===== src/rtl/core/cv3_pkg.sv =====
`timescale 1ns / 1ps

package cv3_pkg;

  localparam int PIX_W     = 8;
  localparam int PIX_MAX   = 255;
  localparam int COEF_W    = 16;
  localparam int CFG_W     = 48;
  localparam int WIDTH_W   = 11;
  localparam int HEIGHT_W  = 16;
  localparam int IN_ROW_W  = 17;
  localparam int KERN      = 3;
  localparam int TAPS      = KERN * KERN;
  localparam int PROD_W    = 25;
  localparam int ROW_W     = 27;
  localparam int SUM_W     = 29;
  localparam int Q_DEPTH   = 4;
  localparam int Q_PTR_W   = 2;
  localparam int Q_CNT_W   = 3;
  localparam int CFG_IDX_W = 3;

  localparam logic OP_FLUSH = 1'b1;

  localparam logic [WIDTH_W-1:0]  WIDTH_RST    = 11'd1024;
  localparam logic [HEIGHT_W-1:0] HEIGHT_RST   = 16'd1024;
  localparam logic [CFG_W-1:0]    COEF_TOP_RST = 48'd549772591232;
  localparam logic [CFG_W-1:0]    COEF_MID_RST = 48'd1099545182464;
  localparam logic [CFG_W-1:0]    COEF_BOT_RST = 48'd549772591232;

  typedef enum logic [CFG_IDX_W-1:0] {
    CFG_WIDTH    = 3'd0,
    CFG_HEIGHT   = 3'd1,
    CFG_COEF_TOP = 3'd2,
    CFG_COEF_MID = 3'd3,
    CFG_COEF_BOT = 3'd4
  } cfg_idx_t;

  // Window taps that fall outside the image
  typedef struct packed {
    logic top_skip;
    logic bot_skip;
    logic left_skip;
    logic right_skip;
  } edge_t;

  // One output job: masked 3x3 window, row-major, top-left at index 0
  typedef struct packed {
    logic [TAPS-1:0][PIX_W-1:0] pix;
    logic                       last;
  } job_t;

  typedef logic [KERN-1:0][CFG_W-1:0] coef_rows_t;

endpackage


===== src/rtl/core/cv3_queue.sv =====
`timescale 1ns / 1ps

module cv3_queue import cv3_pkg::*; (
  input  logic               clk,
  input  logic               rst_n,
  input  logic               push,
  input  job_t               din,
  input  logic               pop,
  output job_t               dout,
  output logic               valid,
  output logic [Q_CNT_W-1:0] count
);

  job_t                q_mem [Q_DEPTH];
  logic [Q_PTR_W-1:0]  wr_ptr_r;
  logic [Q_PTR_W-1:0]  rd_ptr_r;
  logic [Q_CNT_W-1:0]  count_r;

  // Store the pushed job
  always_ff @(posedge clk) begin
    if (push) begin
      q_mem[wr_ptr_r] <= din;
    end
  end

  // Advance pointers and fill count
  always_ff @(posedge clk) begin
    if (!rst_n) begin
      wr_ptr_r <= '0;
      rd_ptr_r <= '0;
      count_r  <= '0;
    end else begin
      if (push) begin
        wr_ptr_r <= wr_ptr_r + Q_PTR_W'(1);
      end
      if (pop) begin
        rd_ptr_r <= rd_ptr_r + Q_PTR_W'(1);
      end
      if (push && !pop) begin
        count_r <= count_r + Q_CNT_W'(1);
      end else if (pop && !push) begin
        count_r <= count_r - Q_CNT_W'(1);
      end
    end
  end

  assign dout  = q_mem[rd_ptr_r];
  assign valid = (count_r != '0);
  assign count = count_r;

endmodule


===== config.mk =====
export PLATFORM = sky130hd
export DESIGN_NAME = cv3_queue
export DESIGN_NICKNAME = d
export VERILOG_FILES = /design/src/rtl/core/cv3_pkg.sv /design/src/rtl/core/cv3_queue.sv
export SDC_FILE = /design/constraint.sdc
export NUM_CORES = 1
export LEC_CHECK = 0
export ABC_AREA = 1
export BUFFER_PORTS_ARGS = -buffer_cell sky130_fd_sc_hd__clkbuf_2
export CORE_MARGIN = 5
export CORE_UTILIZATION = 40
export CTS_BUF_LIST = sky130_fd_sc_hd__clkbuf_8
export DETAILED_ROUTE_END_ITERATION = 12
export GPL_TIMING_DRIVEN = 0
export PLACE_DENSITY_LB_ADDON = 0.12
export SETUP_SLACK_MARGIN = 0.05
export SLEW_MARGIN = 20
export SYNTH_ARGS = -nofsm -noshare
export SYNTH_HDL_FRONTEND = slang
export SYNTH_SLANG_ARGS = --single-unit

===== constraint.sdc =====
create_clock -name clk -period 2.4 [get_ports clk]
set_input_delay 0.6 -clock clk [delete_from_list [all_inputs] [get_ports clk]]
set_output_delay 0.6 -clock clk [all_outputs]
set_load 0.005 [all_outputs]

Word level (Yosys, flattened, before mapping)

Memories as Yosys holds them, arrays and structs flattened. A register that Yosys moved wholly into a read port is not among the register bits.
Index checks and enable logic that the tools add are counted.

Register bits: 7
Latch bits: 0
Memory bits (writable): 292
Bits in read-only memories: 0
Input port bits: 77
Output and inout bits: 77
Word-level logic and storage cells: 20
Memories kept: 1

Add/subtract/negate cells: 4
$mul: 0
Divide/modulo/power cells: 0
Order comparisons: 0
Eq/ne operators: 0
Shift-type cells: 0
Mux-type cells: 6
Bitwise gates (word level): 0
Reduce and logical (&&, ||, !) cells: 6

Memories:

| name  | words | width | rd ports | clocked after memory_dff | wr ports | line            | source |
|---|---|---|---|---|---|---|---|
| q_mem | 4     | 73    | 1        | 1                        | 1        | cv3_queue.sv:14 | `job_t q_mem [Q_DEPTH];` |

Operators by type and width:

| cell                | count |
|---|---|
| $mux 3              | 2 |
| $add 2x1->2 const B | 2 |
| $mux 2              | 2 |
| $add 3x1->3 const B | 1 |
| $reduce_bool 3->1   | 1 |
| $sub 3x1->3 const B | 1 |
| $logic_and 1x1->1   | 2 |
| $logic_not 1->1     | 2 |
| $mux 1              | 2 |
| $reduce_bool 2->1   | 1 |

Depth between registers and ports, before layout

Depth in word-level cells: 4
Gate-level depth with buffers: 10
Mapped depth without buffers: 10

Worst setup path before layout

Ideal clock, no wire load.

Path kind: input to register
Start point: input push
End point: memory q_mem[2][0] (netlist bit), enable pin
Setup time: 0.427 ns
Data arrival time: 2.050 ns
Data required time: 1.973 ns
Path slack: -0.077 ns
Stages: 2
Path buffers: 0
Cells stage by stage: nand2_1 -> inv_1

Longest elaborated chain between the ends: 2

Ends and longest elaborated chain:

| item                         | line            | source |
|---|---|---|
| from (decl)                  | cv3_queue.sv:6  | `input logic push,` |
| $mux 1                       | cv3_queue.sv:21 | `if (push) begin` |
| $mux 1 (not written as such) | cv3_queue.sv:22 | `q_mem[wr_ptr_r] <= din;` |
| to (decl)                    | cv3_queue.sv:14 |  |

Every way passes these cells.

==> results.toml <==
[status]
outcome = "complete, but fails checks"
failed_checks = "setup timing"

[floorplan]
design.die.area_um2 = 31600
die_width_um = 178
top_level_ports = 154
core_area_um2 = 27800
die_h_um = 178
initial_utilization = 0.406
floorplan.rows = 61

[worst_setup_path]
timing.reg2reg.setup_slack_ns = 0.49
wp_data_required_ns = 1.80
cp_slowest_cell = "sky130_fd_sc_hd__dfxtp_2"
timing.critical_path.from_type = "register"
critPathKind = "register to output port"
cp_cell_sequence = "buf_12 -> buf_12 -> buf_16 -> clkbuf_16 -> nor2_2 -> o22ai_2 -> buf_2"
critical_path_arrival_ns = 1.82
worstPathMaxFanout = 6
rr_startpoint = "wr_ptr_r[1]"
timing.reg2reg.worst_path_depth = 5
critical_path.reg2reg.endpoint = "q_mem[1][36]"
slowest_stage_delay_cp_ns = 0.33
cpMostUsedCell = "sky130_fd_sc_hd__buf_12"
endpoint_kind = "output port"

[global_routing]
grt_start_max_net_pins = 30
track_usage = 0.170
antenna_violations_before_repair = 1
number_of_global_route_vias_before_repair = 7217
grt_first_pass_wirelength_um = 41400
gr-total-overflow = 0

[clock_tree]
cts_tree = "done"
numCtsBuffers = 48
cts.htree.levels = 2
cts.clk_slew.worst_paths_ns = 0.06
clock_sink_count = 301
clock_insertion_delay_worst_skew_ns = 0.54
clockRootBuffer = "sky130_fd_sc_hd__clkbuf_8"
holdBufCountCts = 0
cts-root-to-sink-buffers = 3

[drt]
dr.first_iter.drc_count = 374
post-route-drc-count = 0
routed_via_count = 7115
wire_per_inst_um = 19.8
drtAntennaViolNets = 0
route.final.wire_length_um = 27800
detailedRoute.firstPassIterationCount = 4
vias_per_cell = 5.08

[synthesis]
syn-num-nets = 847
yosysWarningCount = 0
postSynthRegisterBits = 301
synthesis.instances = 764
sequential_to_total_area_share_from_yosys_stat = 0.794
synth_cell_types = 20
synth.avg_cell_area_um2 = 14.8
synthesis.area_um2 = 11300

[cells_and_area]
final_design_area_no_fill_um2 = 15200
final_core_utilization = 0.547
nNetsFinal = 1076
insertedDiodeCount = 0
drive_above_1_share = 0.457
instances_no_fill = 1401
syn2layout_area_growth_pct = 34.7

[power_and_ir_drop]
power.share.combinational = 0.131
ir_drop_uv = 417
cellLeakagePower_uw = 0.00543
sw_frac_of_total = 0.240
netSwitchingPower_uw = 2770
power.share.clock = 0.342
pwr_density_cell_nw_per_um2 = 760
power.sequential.fraction = 0.527
design_power_total_uw = 11500
internal_power_uw = 8780

[worst_hold_path]
worst_hold_path.num_cells = 1
min_to = "q_mem[2][27]"
hold_path.class = "input pin to register"
hp-start = "din[27]"

[timing]
post-route-min-period_ns = 2.42
fin_crit_sh = 1.01
max_slew.worst_pin.slew_ns = 0.629
hold_viol = 0
finalWorstSetupSlack_ns = -0.0168
timing_max_transition_violations_final = 0
rsz0062_at_grt = "true"
worst_slew_margin_rel = 0.580
hold_ws_ns = 0.267
highest_attainable_clock_frequency_ghz = 0.414
final.setup_skew_ns = 0.0202
setup_viol_count_final = 6

[placed_design]
place.detailed.instances = 1304
detailed_place_hpwl_um = 16100
gp_congestion = 0.712
placedInstanceArea_um2 = 12700
placement.io_buffers = 153

[job]
maxCapViolations = 0
==> routing by layer <==
metal	vias up	global-route usage	part of all wire
met5	-	0	0.00072
met2	201	0.277	0.48
met1	3514	0.229	0.44
met4	2	0.0448	0.018
met3	51	0.0432	0.068
li1	3347	-	-
==> registers in the layout, summed over array words and instances, names as in the netlist, named ones only <==
name / count
count: 3
q_mem: 292
rd_ptr_r: 2
wr_ptr_r: 2
==> critical path, delay by kind of cell (launching register included) <==
kind,cells,cell delay [ns]
AOI/OAI and AO/OA,1,0.08
DFF,1,0.33
and+or+nand+nor,1,0.11
buffers and inverters,5,0.73
==> stage by stage <==
stage          setup WS (ns)  TNS [ns]
2_1_floorplan          0.259         0
3_3_place_gp          -0.958   -258.78
3_5_place_dp           0.194         0
4_1_cts              -0.0843     -2.73
5_1_grt              -0.0913     -4.50
6_report             -0.0168   -0.0564
==> cells by family after synthesis <==
kind of cell,after synthesis,share of synthesized area
buffers and inverters,64,0.0344
AND/OR/NAND/NOR,164,0.0549
flip-flops,301,0.794
adder cells (fa/ha/maj),6,0.00732
AO/OA/AOI/OAI,229,0.110
==> Yosys cell counts (all sizes together) <==
library cell  count  share of area
o21ai           152          0.067
clkinv            1        0.00033
buf              27          0.021
clkbuf           20         0.0071
nand3             1        0.00044
nor2            152          0.051
nand2            10         0.0033
edfxtp          292           0.78
a21oi             4         0.0018
nand4             1        0.00056
fa                1         0.0018
ha                5         0.0055
o22ai            73          0.041
inv              16         0.0055
dfxtp             9          0.016
==> placed cells by master, fill, tap and decap left out, drive strengths merged, types with 2 or more instances in the layout <==
cell type | netlist | layout
a21oi | 4 | 4
buf | 27 | 96
bufinv | 0 | 2
clkbuf | 20 | 179
clkinv | 1 | 12
clkinvlp | 0 | 6
dfxtp | 9 | 9
edfxtp | 292 | 292
ha | 5 | 5
inv | 16 | 28
nand2 | 10 | 10
nor2 | 152 | 152
o21ai | 152 | 152
o22ai | 73 | 73
==> what timing repair did <==
item                                    4_1_cts  5_1_grt
pin swaps                                    47       44
endpoints found under the setup margin       73       73
buffers inserted                              7        0
gates resized for setup                     187      216
endpoints found under the hold margin         0        0
gates cloned                                  8        5
==> worst max path at each step <==
stage | to | from | cells past startpoint
after detailed placement | dout[72] | register | 5
after floorplan | q_mem[0][0] | wr_ptr_r[0] | 4
final | dout[26] | register | 7
after global routing | dout[61] | register | 7
after CTS | dout[60] | register | 8
after global placement | q_mem[3][41] | push | 3
==> power by group through the flow <==
stage	clock network, uW	registers, uW	logic, uW
finish	3940	6080	1510
CTS	4060	6060	1390
global placement	0	6180	1080
floorplan	0	6160	544
global route	4310	6100	1640
detailed placement	0	6160	1120
==> layout make-up <==
class	instances	area, um2
Buffer	47	684
Sequential cell	301	8950
Tap cell	378	473
Inverter	17	96.3
Clock buffer	49	674
Clock inverter	31	179
Timing Repair Buffer	179	1310
Fill cell	2382	12600
Multi-Input combinational cell	399	2820
(Power assumes the default switching activity.)
