### src/rtl/core/cv3_pkg.sv
`timescale 1ns / 1ps

package cv3_pkg;

  localparam int PIX_W     = 8;
  localparam int PIX_MAX   = 255;
  localparam int COEF_W    = 16;
  localparam int CFG_W     = 48;
  localparam int WIDTH_W   = 11;
  localparam int HEIGHT_W  = 16;
  localparam int IN_ROW_W  = 17;
  localparam int KERN      = 3;
  localparam int TAPS      = KERN * KERN;
  localparam int PROD_W    = 25;
  localparam int ROW_W     = 27;
  localparam int SUM_W     = 29;
  localparam int Q_DEPTH   = 4;
  localparam int Q_PTR_W   = 2;
  localparam int Q_CNT_W   = 3;
  localparam int CFG_IDX_W = 3;

  localparam logic OP_FLUSH = 1'b1;

  localparam logic [WIDTH_W-1:0]  WIDTH_RST    = 11'd1024;
  localparam logic [HEIGHT_W-1:0] HEIGHT_RST   = 16'd1024;
  localparam logic [CFG_W-1:0]    COEF_TOP_RST = 48'd549772591232;
  localparam logic [CFG_W-1:0]    COEF_MID_RST = 48'd1099545182464;
  localparam logic [CFG_W-1:0]    COEF_BOT_RST = 48'd549772591232;

  typedef enum logic [CFG_IDX_W-1:0] {
    CFG_WIDTH    = 3'd0,
    CFG_HEIGHT   = 3'd1,
    CFG_COEF_TOP = 3'd2,
    CFG_COEF_MID = 3'd3,
    CFG_COEF_BOT = 3'd4
  } cfg_idx_t;

  // Window taps that fall outside the image
  typedef struct packed {
    logic top_skip;
    logic bot_skip;
    logic left_skip;
    logic right_skip;
  } edge_t;

  // One output job: masked 3x3 window, row-major, top-left at index 0
  typedef struct packed {
    logic [TAPS-1:0][PIX_W-1:0] pix;
    logic                       last;
  } job_t;

  typedef logic [KERN-1:0][CFG_W-1:0] coef_rows_t;

endpackage

### src/rtl/core/cv3_back.sv
`timescale 1ns / 1ps

module cv3_back import cv3_pkg::*; #(
  parameter int COEF_FRAC_BITS = 11
) (
  input  logic             clk,
  input  logic             rst_n,
  input  logic             job_valid,
  input  job_t             job,
  output logic             job_pop,
  input  coef_rows_t       coef,
  input  logic             pop,
  output logic             empty,
  output logic [PIX_W-1:0] pixel_out,
  output logic             frame_last
);

  localparam logic signed [SUM_W-1:0] MAX_SUM  = SUM_W'(PIX_MAX << COEF_FRAC_BITS);
  localparam logic signed [SUM_W-1:0] HALF_LSB = SUM_W'(1 << (COEF_FRAC_BITS - 1));

  logic adv;

  logic                     p1_v_r, p2_v_r, p3_v_r, o_v_r;
  logic                     p1_last_r, p2_last_r, p3_last_r, o_last_r;
  logic signed [PROD_W-1:0] prod_nxt [TAPS];
  logic signed [PROD_W-1:0] prod_r   [TAPS];
  logic signed [ROW_W-1:0]  row_nxt  [KERN];
  logic signed [ROW_W-1:0]  row_r    [KERN];
  logic signed [SUM_W-1:0]  sum_nxt, sum_r;
  logic signed [SUM_W-1:0]  clamped, rounded;
  logic [PIX_W-1:0]         pix_nxt, pix_r;

  // Whole pipe moves unless the output word is held
  assign adv     = !o_v_r || pop;
  assign job_pop = adv && job_valid;

  // Tap products
  always_comb begin
    for (int r = 0; r < KERN; r++) begin
      for (int c = 0; c < KERN; c++) begin
        prod_nxt[r*KERN + c] = PROD_W'($signed({1'b0, job.pix[r*KERN + c]})) *
                               PROD_W'($signed(coef[r][c*COEF_W +: COEF_W]));
      end
    end
  end

  // Row sums
  always_comb begin
    for (int r = 0; r < KERN; r++) begin
      row_nxt[r] = ROW_W'(prod_r[r*KERN]) + ROW_W'(prod_r[r*KERN + 1]) +
                   ROW_W'(prod_r[r*KERN + 2]);
    end
  end

  assign sum_nxt = SUM_W'(row_r[0]) + SUM_W'(row_r[1]) + SUM_W'(row_r[2]);

  // Clamp, then round half up
  always_comb begin
    if (sum_r[SUM_W-1]) begin
      clamped = '0;
    end else if (sum_r > MAX_SUM) begin
      clamped = MAX_SUM;
    end else begin
      clamped = sum_r;
    end
    rounded = clamped + HALF_LSB;
    pix_nxt = rounded[COEF_FRAC_BITS +: PIX_W];
  end

  always_ff @(posedge clk) begin
    if (!rst_n) begin
      p1_v_r <= 1'b0;
      p2_v_r <= 1'b0;
      p3_v_r <= 1'b0;
      o_v_r  <= 1'b0;
    end else if (adv) begin
      p1_v_r <= job_valid;
      p2_v_r <= p1_v_r;
      p3_v_r <= p2_v_r;
      o_v_r  <= p3_v_r;
    end
  end

  always_ff @(posedge clk) begin
    if (adv) begin
      prod_r    <= prod_nxt;
      p1_last_r <= job.last;
      row_r     <= row_nxt;
      p2_last_r <= p1_last_r;
      sum_r     <= sum_nxt;
      p3_last_r <= p2_last_r;
      pix_r     <= pix_nxt;
      o_last_r  <= p3_last_r;
    end
  end

  assign empty      = !o_v_r;
  assign pixel_out  = pix_r;
  assign frame_last = o_last_r;

endmodule

### config.mk
export PLATFORM = sky130hd
export DESIGN_NAME = cv3_back
export DESIGN_NICKNAME = d
export VERILOG_FILES = /design/src/rtl/core/cv3_pkg.sv /design/src/rtl/core/cv3_back.sv
export SDC_FILE = /design/constraint.sdc
export NUM_CORES = 2
export LEC_CHECK = 0
export BUFFER_PORTS_ARGS = -buffer_cell sky130_fd_sc_hd__buf_2
export CORE_UTILIZATION = 50
export DETAILED_ROUTE_END_ITERATION = 6
export PLACE_DENSITY = 0.69
export SLEW_MARGIN = 20
export SYNTH_ARGS = -nofsm -noshare
export SYNTH_HDL_FRONTEND = slang
export SYNTH_SLANG_ARGS = --single-unit
### constraint.sdc
create_clock -name clk -period 13.7 [get_ports clk]
set_input_delay 1.37 -clock clk [delete_from_list [all_inputs] [get_ports clk]]
set_output_delay 1.37 -clock clk [all_outputs]
set_load 0.02 [all_outputs]
-- Word-level counts from Yosys, hierarchy flattened
Cells that the tools add are included.
W data, S select, Z words.
- flip-flop bits (word level): 351
- latch bits: 0
- memory bits (writable): 0
- ROM bits: 0
- input port bits: 221
- output and inout port bits: 11
- logic and storage cells: 46
- memories: 0
- add/sub/neg operators: 9
- multiply operators: 9
- divide/modulo/power cells: 0
- $lt $le $gt $ge: 1
- equal/unequal tests: 0
- shift-type cells: 0
- multiplexer cells: 2
- bitwise gates (word level): 0
- reductions and logical operators: 3
- operators with widths (kind ; count):
    $mul A9 B16 Y25 ; 9
    $add A26 B25 Y27 ; 3
    $add A25 B25 Y26 ; 3
    $mux W19 ; 2
    $add A28 B27 Y29 ; 1
    $gt A29 B20 Y1 const B ; 1
    $add A27 B27 Y28 ; 1
    $add A19 B12 Y19 const B ; 1
    $logic_and A1 B1 Y1 ; 1
    $logic_not A1 Y1 ; 1
    $logic_or A1 B1 Y1 ; 1

-- Depth between registers and ports, before layout
- depth in word-level cells: 4
- mapped depth: 21
- gate-level depth less buffers: 20

-- Worst setup path before layout
No wires, ideal clock.
- path type: in2out
- start point: input pop
- end point: output job_pop
- arrival time: 11998 ps
- data required time: 12330 ps
- path slack: 332 ps
- stages on the path: 3
- path buffers: 1
- path through: nand2b_1 -> clkbuf_1 -> and2_1
- word-level cells in the longest chain between the ends: 2
- RTL lines (what ; line ; text):
    from (decl) ; cv3_back.sv:12 ; input logic pop,
    $logic_or A1 B1 Y1 ; cv3_back.sv:34 ; assign adv = !o_v_r || pop;
    $logic_and A1 B1 Y1 ; cv3_back.sv:35 ; assign job_pop = adv && job_valid;
    to (decl) ; cv3_back.sv:10 ; output logic job_pop,
No other way between the ends.

==> flow_summary_export.csv <==
group,metric,value,unit
floorplanning,core,116000,um2
sta,min_period_over_period,44.6,%
sta,slew_headroom,31.6,%
global_route,grt_max_degree,87,
floorplanning,rows,125,
routing,vias,40100,
clock_network,cts_tree,"done",
placement,portBuffers,231,
global_route,grt.total_usage,22.0,%
clock_network,htree_levels,2,
status,failed_checks,"design-rule violations",
routing,routed_wl,125000,um
global_route,grt_pass1_wl,211000,um
setup_path,cp_data_arrival_time,6410,ps
synth,syn_inst,6014,
synth,syn-num-nets,7812,
sta,fmax,164,MHz
clock_network,cts_sinks,351,
final_layout,nNetsFinal,7993,
global_route,grt_pass1_vias,41800,
synth,ys_ff_latch,351,
synth,netlist_area,58700,um2
hold_path,hp-class,"reg2reg",
synth,synthTopCellsByArea,"fa_1 35%, edfxtp_1 18%, ha_1 12%",
setup_path,crit_path_frequent_cell,"fa_1",
synth,yosysTopAreaCellShare,34.9,%
setup_path,path_cells,"buf_2, nand2_1, fa_1, inv_1, fa_1, fa_1, inv_1, fa_1, inv_1, ha_1, a21oi_1, nor2b_1, a311oi_1, a21oi_1, a221oi_1, o21ai_0, a211oi_1, nor3_1, xnor2_1",
clock_network,clock_path_buffers,3,
setup_path,required,14000,ps
setup_path,max_stage_delay,550,ps
floorplanning,die-area,119000,um2
clock_network,cts_resized,0,
floorplanning,start_util,50.5,%
routing,dr_wl_met2,62900,um
final_layout,syn_to_final_growth,6.84,%
sta,hold_viol_final,0,
clock_network,clockRootBuffer,"clkbuf_16",
synth,synthArstFlopShare,0,%
sta,worstMarginPinSlew,1030,ps
global_route,antenna_found_initial,8,
setup_path,path_class,"in2reg",
clock_network,clk_pin_slew_worst_paths,70,ps
placement,hpwl,105000,um
sta,slew_violations,0,
sta,grt_setup_unrepaired,"false",
setup_path,slowest_stage,"fa_1",
setup_path,start_kind,"input port",
setup_path,cp-end-kind,"flop",
routing,post_drt_wl_per_cell,16.2,um
routing,first_iter_violations,1979,
synth,synth_most_common_cell,"inv_1",
setup_path,cp_top_family,"adder cells",
global_route,grt_overflow,0,
synth,ys.flop_type,"edfxtp_1",
synth,ys_warn_count,0,
setup_path,crit_fanout,16,
clock_network,clock_latency,570,ps
synth,netlist_top_cells_count,"1417 x inv_1, 1024 x fa_1, 655 x and2_1",
clock_network,postCtsHoldBufs,0,
flow_run,drv_cap,0,
sta,timing.setup.tns,0,ps
routing,route.met3.wl,4800,um
setup_path,crit_buf_inv,4,
routing,antenna_left,0,
routing,viasPerCell,5.17,
sta,fin_skew,19.5,ps
synth,synth_top_area_cell,"fa_1",
final_layout,drive_gt1_share,5.18,%
placement,place_congestion,0.865,
routing,dr.pass1.iters,7,
clock_network,cts_made_buffers,38,
routing,highest_layer,"met5",
floorplanning,die_y,345,um
synth,synth_edf_count,347,
sta,final-setup-viol-count,0,
synth,ys_seq_area_share,17.9,%
placement,placed_cells,7678,
synth,avgSynthCellArea,9.75,um2
floorplanning,ios,232,
status,status,"complete, but fails checks",
clock_network,cts_setup_buffers,0,
sta,min_period,6110,ps
routing,drc,2,
routing,met1_length,55800,um
floorplanning,die_w,345,um
synth,synth.distinct_cells,75,
final_layout,stdcell_count,7749,
==> cell usage in the layout (no fill, tap or decap), drive strengths merged, types with 5 or more instances in the layout <==
| master | Yosys | routed |
|---|---|---|
| edfxtp | 347 | 347 |
| nand2b | 25 | 25 |
| nand4 | 31 | 31 |
| nor2 | 139 | 139 |
| clkinv | 0 | 13 |
| inv | 1417 | 1417 |
| a21o | 115 | 115 |
| xor2 | 77 | 77 |
| nand3 | 48 | 48 |
| and2 | 655 | 655 |
| o211ai | 10 | 10 |
| clkbuf | 93 | 46 |
| clkinvlp | 0 | 5 |
| mux2i | 5 | 5 |
| o21ai | 89 | 89 |
| buf | 2 | 236 |
| o21a | 23 | 23 |
| a31oi | 26 | 26 |
| nand2 | 598 | 598 |
| nor4 | 9 | 9 |
| nor3 | 49 | 49 |
| a31o | 8 | 8 |
| a211oi | 12 | 12 |
| ha | 553 | 553 |
| a21oi | 238 | 238 |
| xnor2 | 217 | 217 |
| a2111oi | 6 | 6 |
| a21boi | 5 | 5 |
| fa | 1024 | 1024 |
| nor2b | 21 | 21 |
| o31ai | 7 | 7 |
| o41ai | 6 | 6 |
| and3 | 37 | 37 |
| o21bai | 49 | 49 |
==> worst paths after layout <==
path	from	endpoint	slack, ps	cells after the start
worst max-delay path	job[49]	prod_r[74]$_DFFE_PN_	7590	19
worst min-delay path	p2_last_r$_DFFE_PN_	p3_last_r$_DFFE_PN_	420	0
worst max register to register	prod_r[151]$_DFFE_PN_	row_r[79]$_DFFE_PN_	9760	13
worst min register to register	p2_last_r$_DFFE_PN_	p3_last_r$_DFFE_PN_	420	0
==> flip-flops by register name, indices dropped and copies added (netlist names) <==
signal	count
p3_v_r	1
frame_last	1
sum_r	29
p3_last_r	1
row_r	81
p2_last_r	1
p1_last_r	1
p1_v_r	1
p2_v_r	1
prod_r	225
pixel_out	8
o_v_r	1
==> cell type report <==
type | count | area, um2
multi-input cells | 4151 | 42500
clock buffers | 46 | 1060
clock inverters | 20 | 165
well taps | 1524 | 1910
diodes | 4 | 10.0
inverters | 1417 | 5320
repair buffers | 236 | 1210
flip-flops and latches | 351 | 10500
fillers | 10300 | 53500
==> kinds of logic after synthesis <==
| logic type | synth area share, % |
|---|---|
| fa+ha+maj | 46.7 |
| xor+xnor | 4.39 |
| buf+inv | 9.68 |
| compound gates | 7.03 |
| simple gates | 14.2 |
| mux | 0.105 |
| flops | 17.9 |
==> stage by stage <==
step | setup slack [ps] | utilization [%] | cell area, um2 | hold WS (ps)
after floorplan | 332 | - | 58700 | 400
after global placement | 7160 | 52.8 | 61400 | 405
after detailed placement | 7060 | 52.8 | 61400 | 411
after CTS | 7640 | 53.9 | 62600 | 427
after global routing | 7400 | 53.9 | 62700 | 439
final | 7590 | 53.9 | 62700 | 423
==> worst register-to-register path: stages, from the launching register on <==
cell      delay (ps)
edfxtp_1         490
fa_1             580
ha_1             190
inv_1             70
fa_1             460
nor2b_1          120
o21ai_0           90
a21boi_0         240
o21ai_0          150
a21oi_1          450
a32oi_1          180
o21ai_0          340
nor4_1            90
a311oi_1         280
==> routing by layer <==
layer	up-vias	GRT usage (%)
met2	740	38.3
met1	20300	30.3
met5	-	0
met4	2	3.86
met3	114	1.76
li1	19000	-
Power is left out: the tool's default activity adds up to more than one toggle a clock period on the data nets, which glitch-free logic cannot reach.
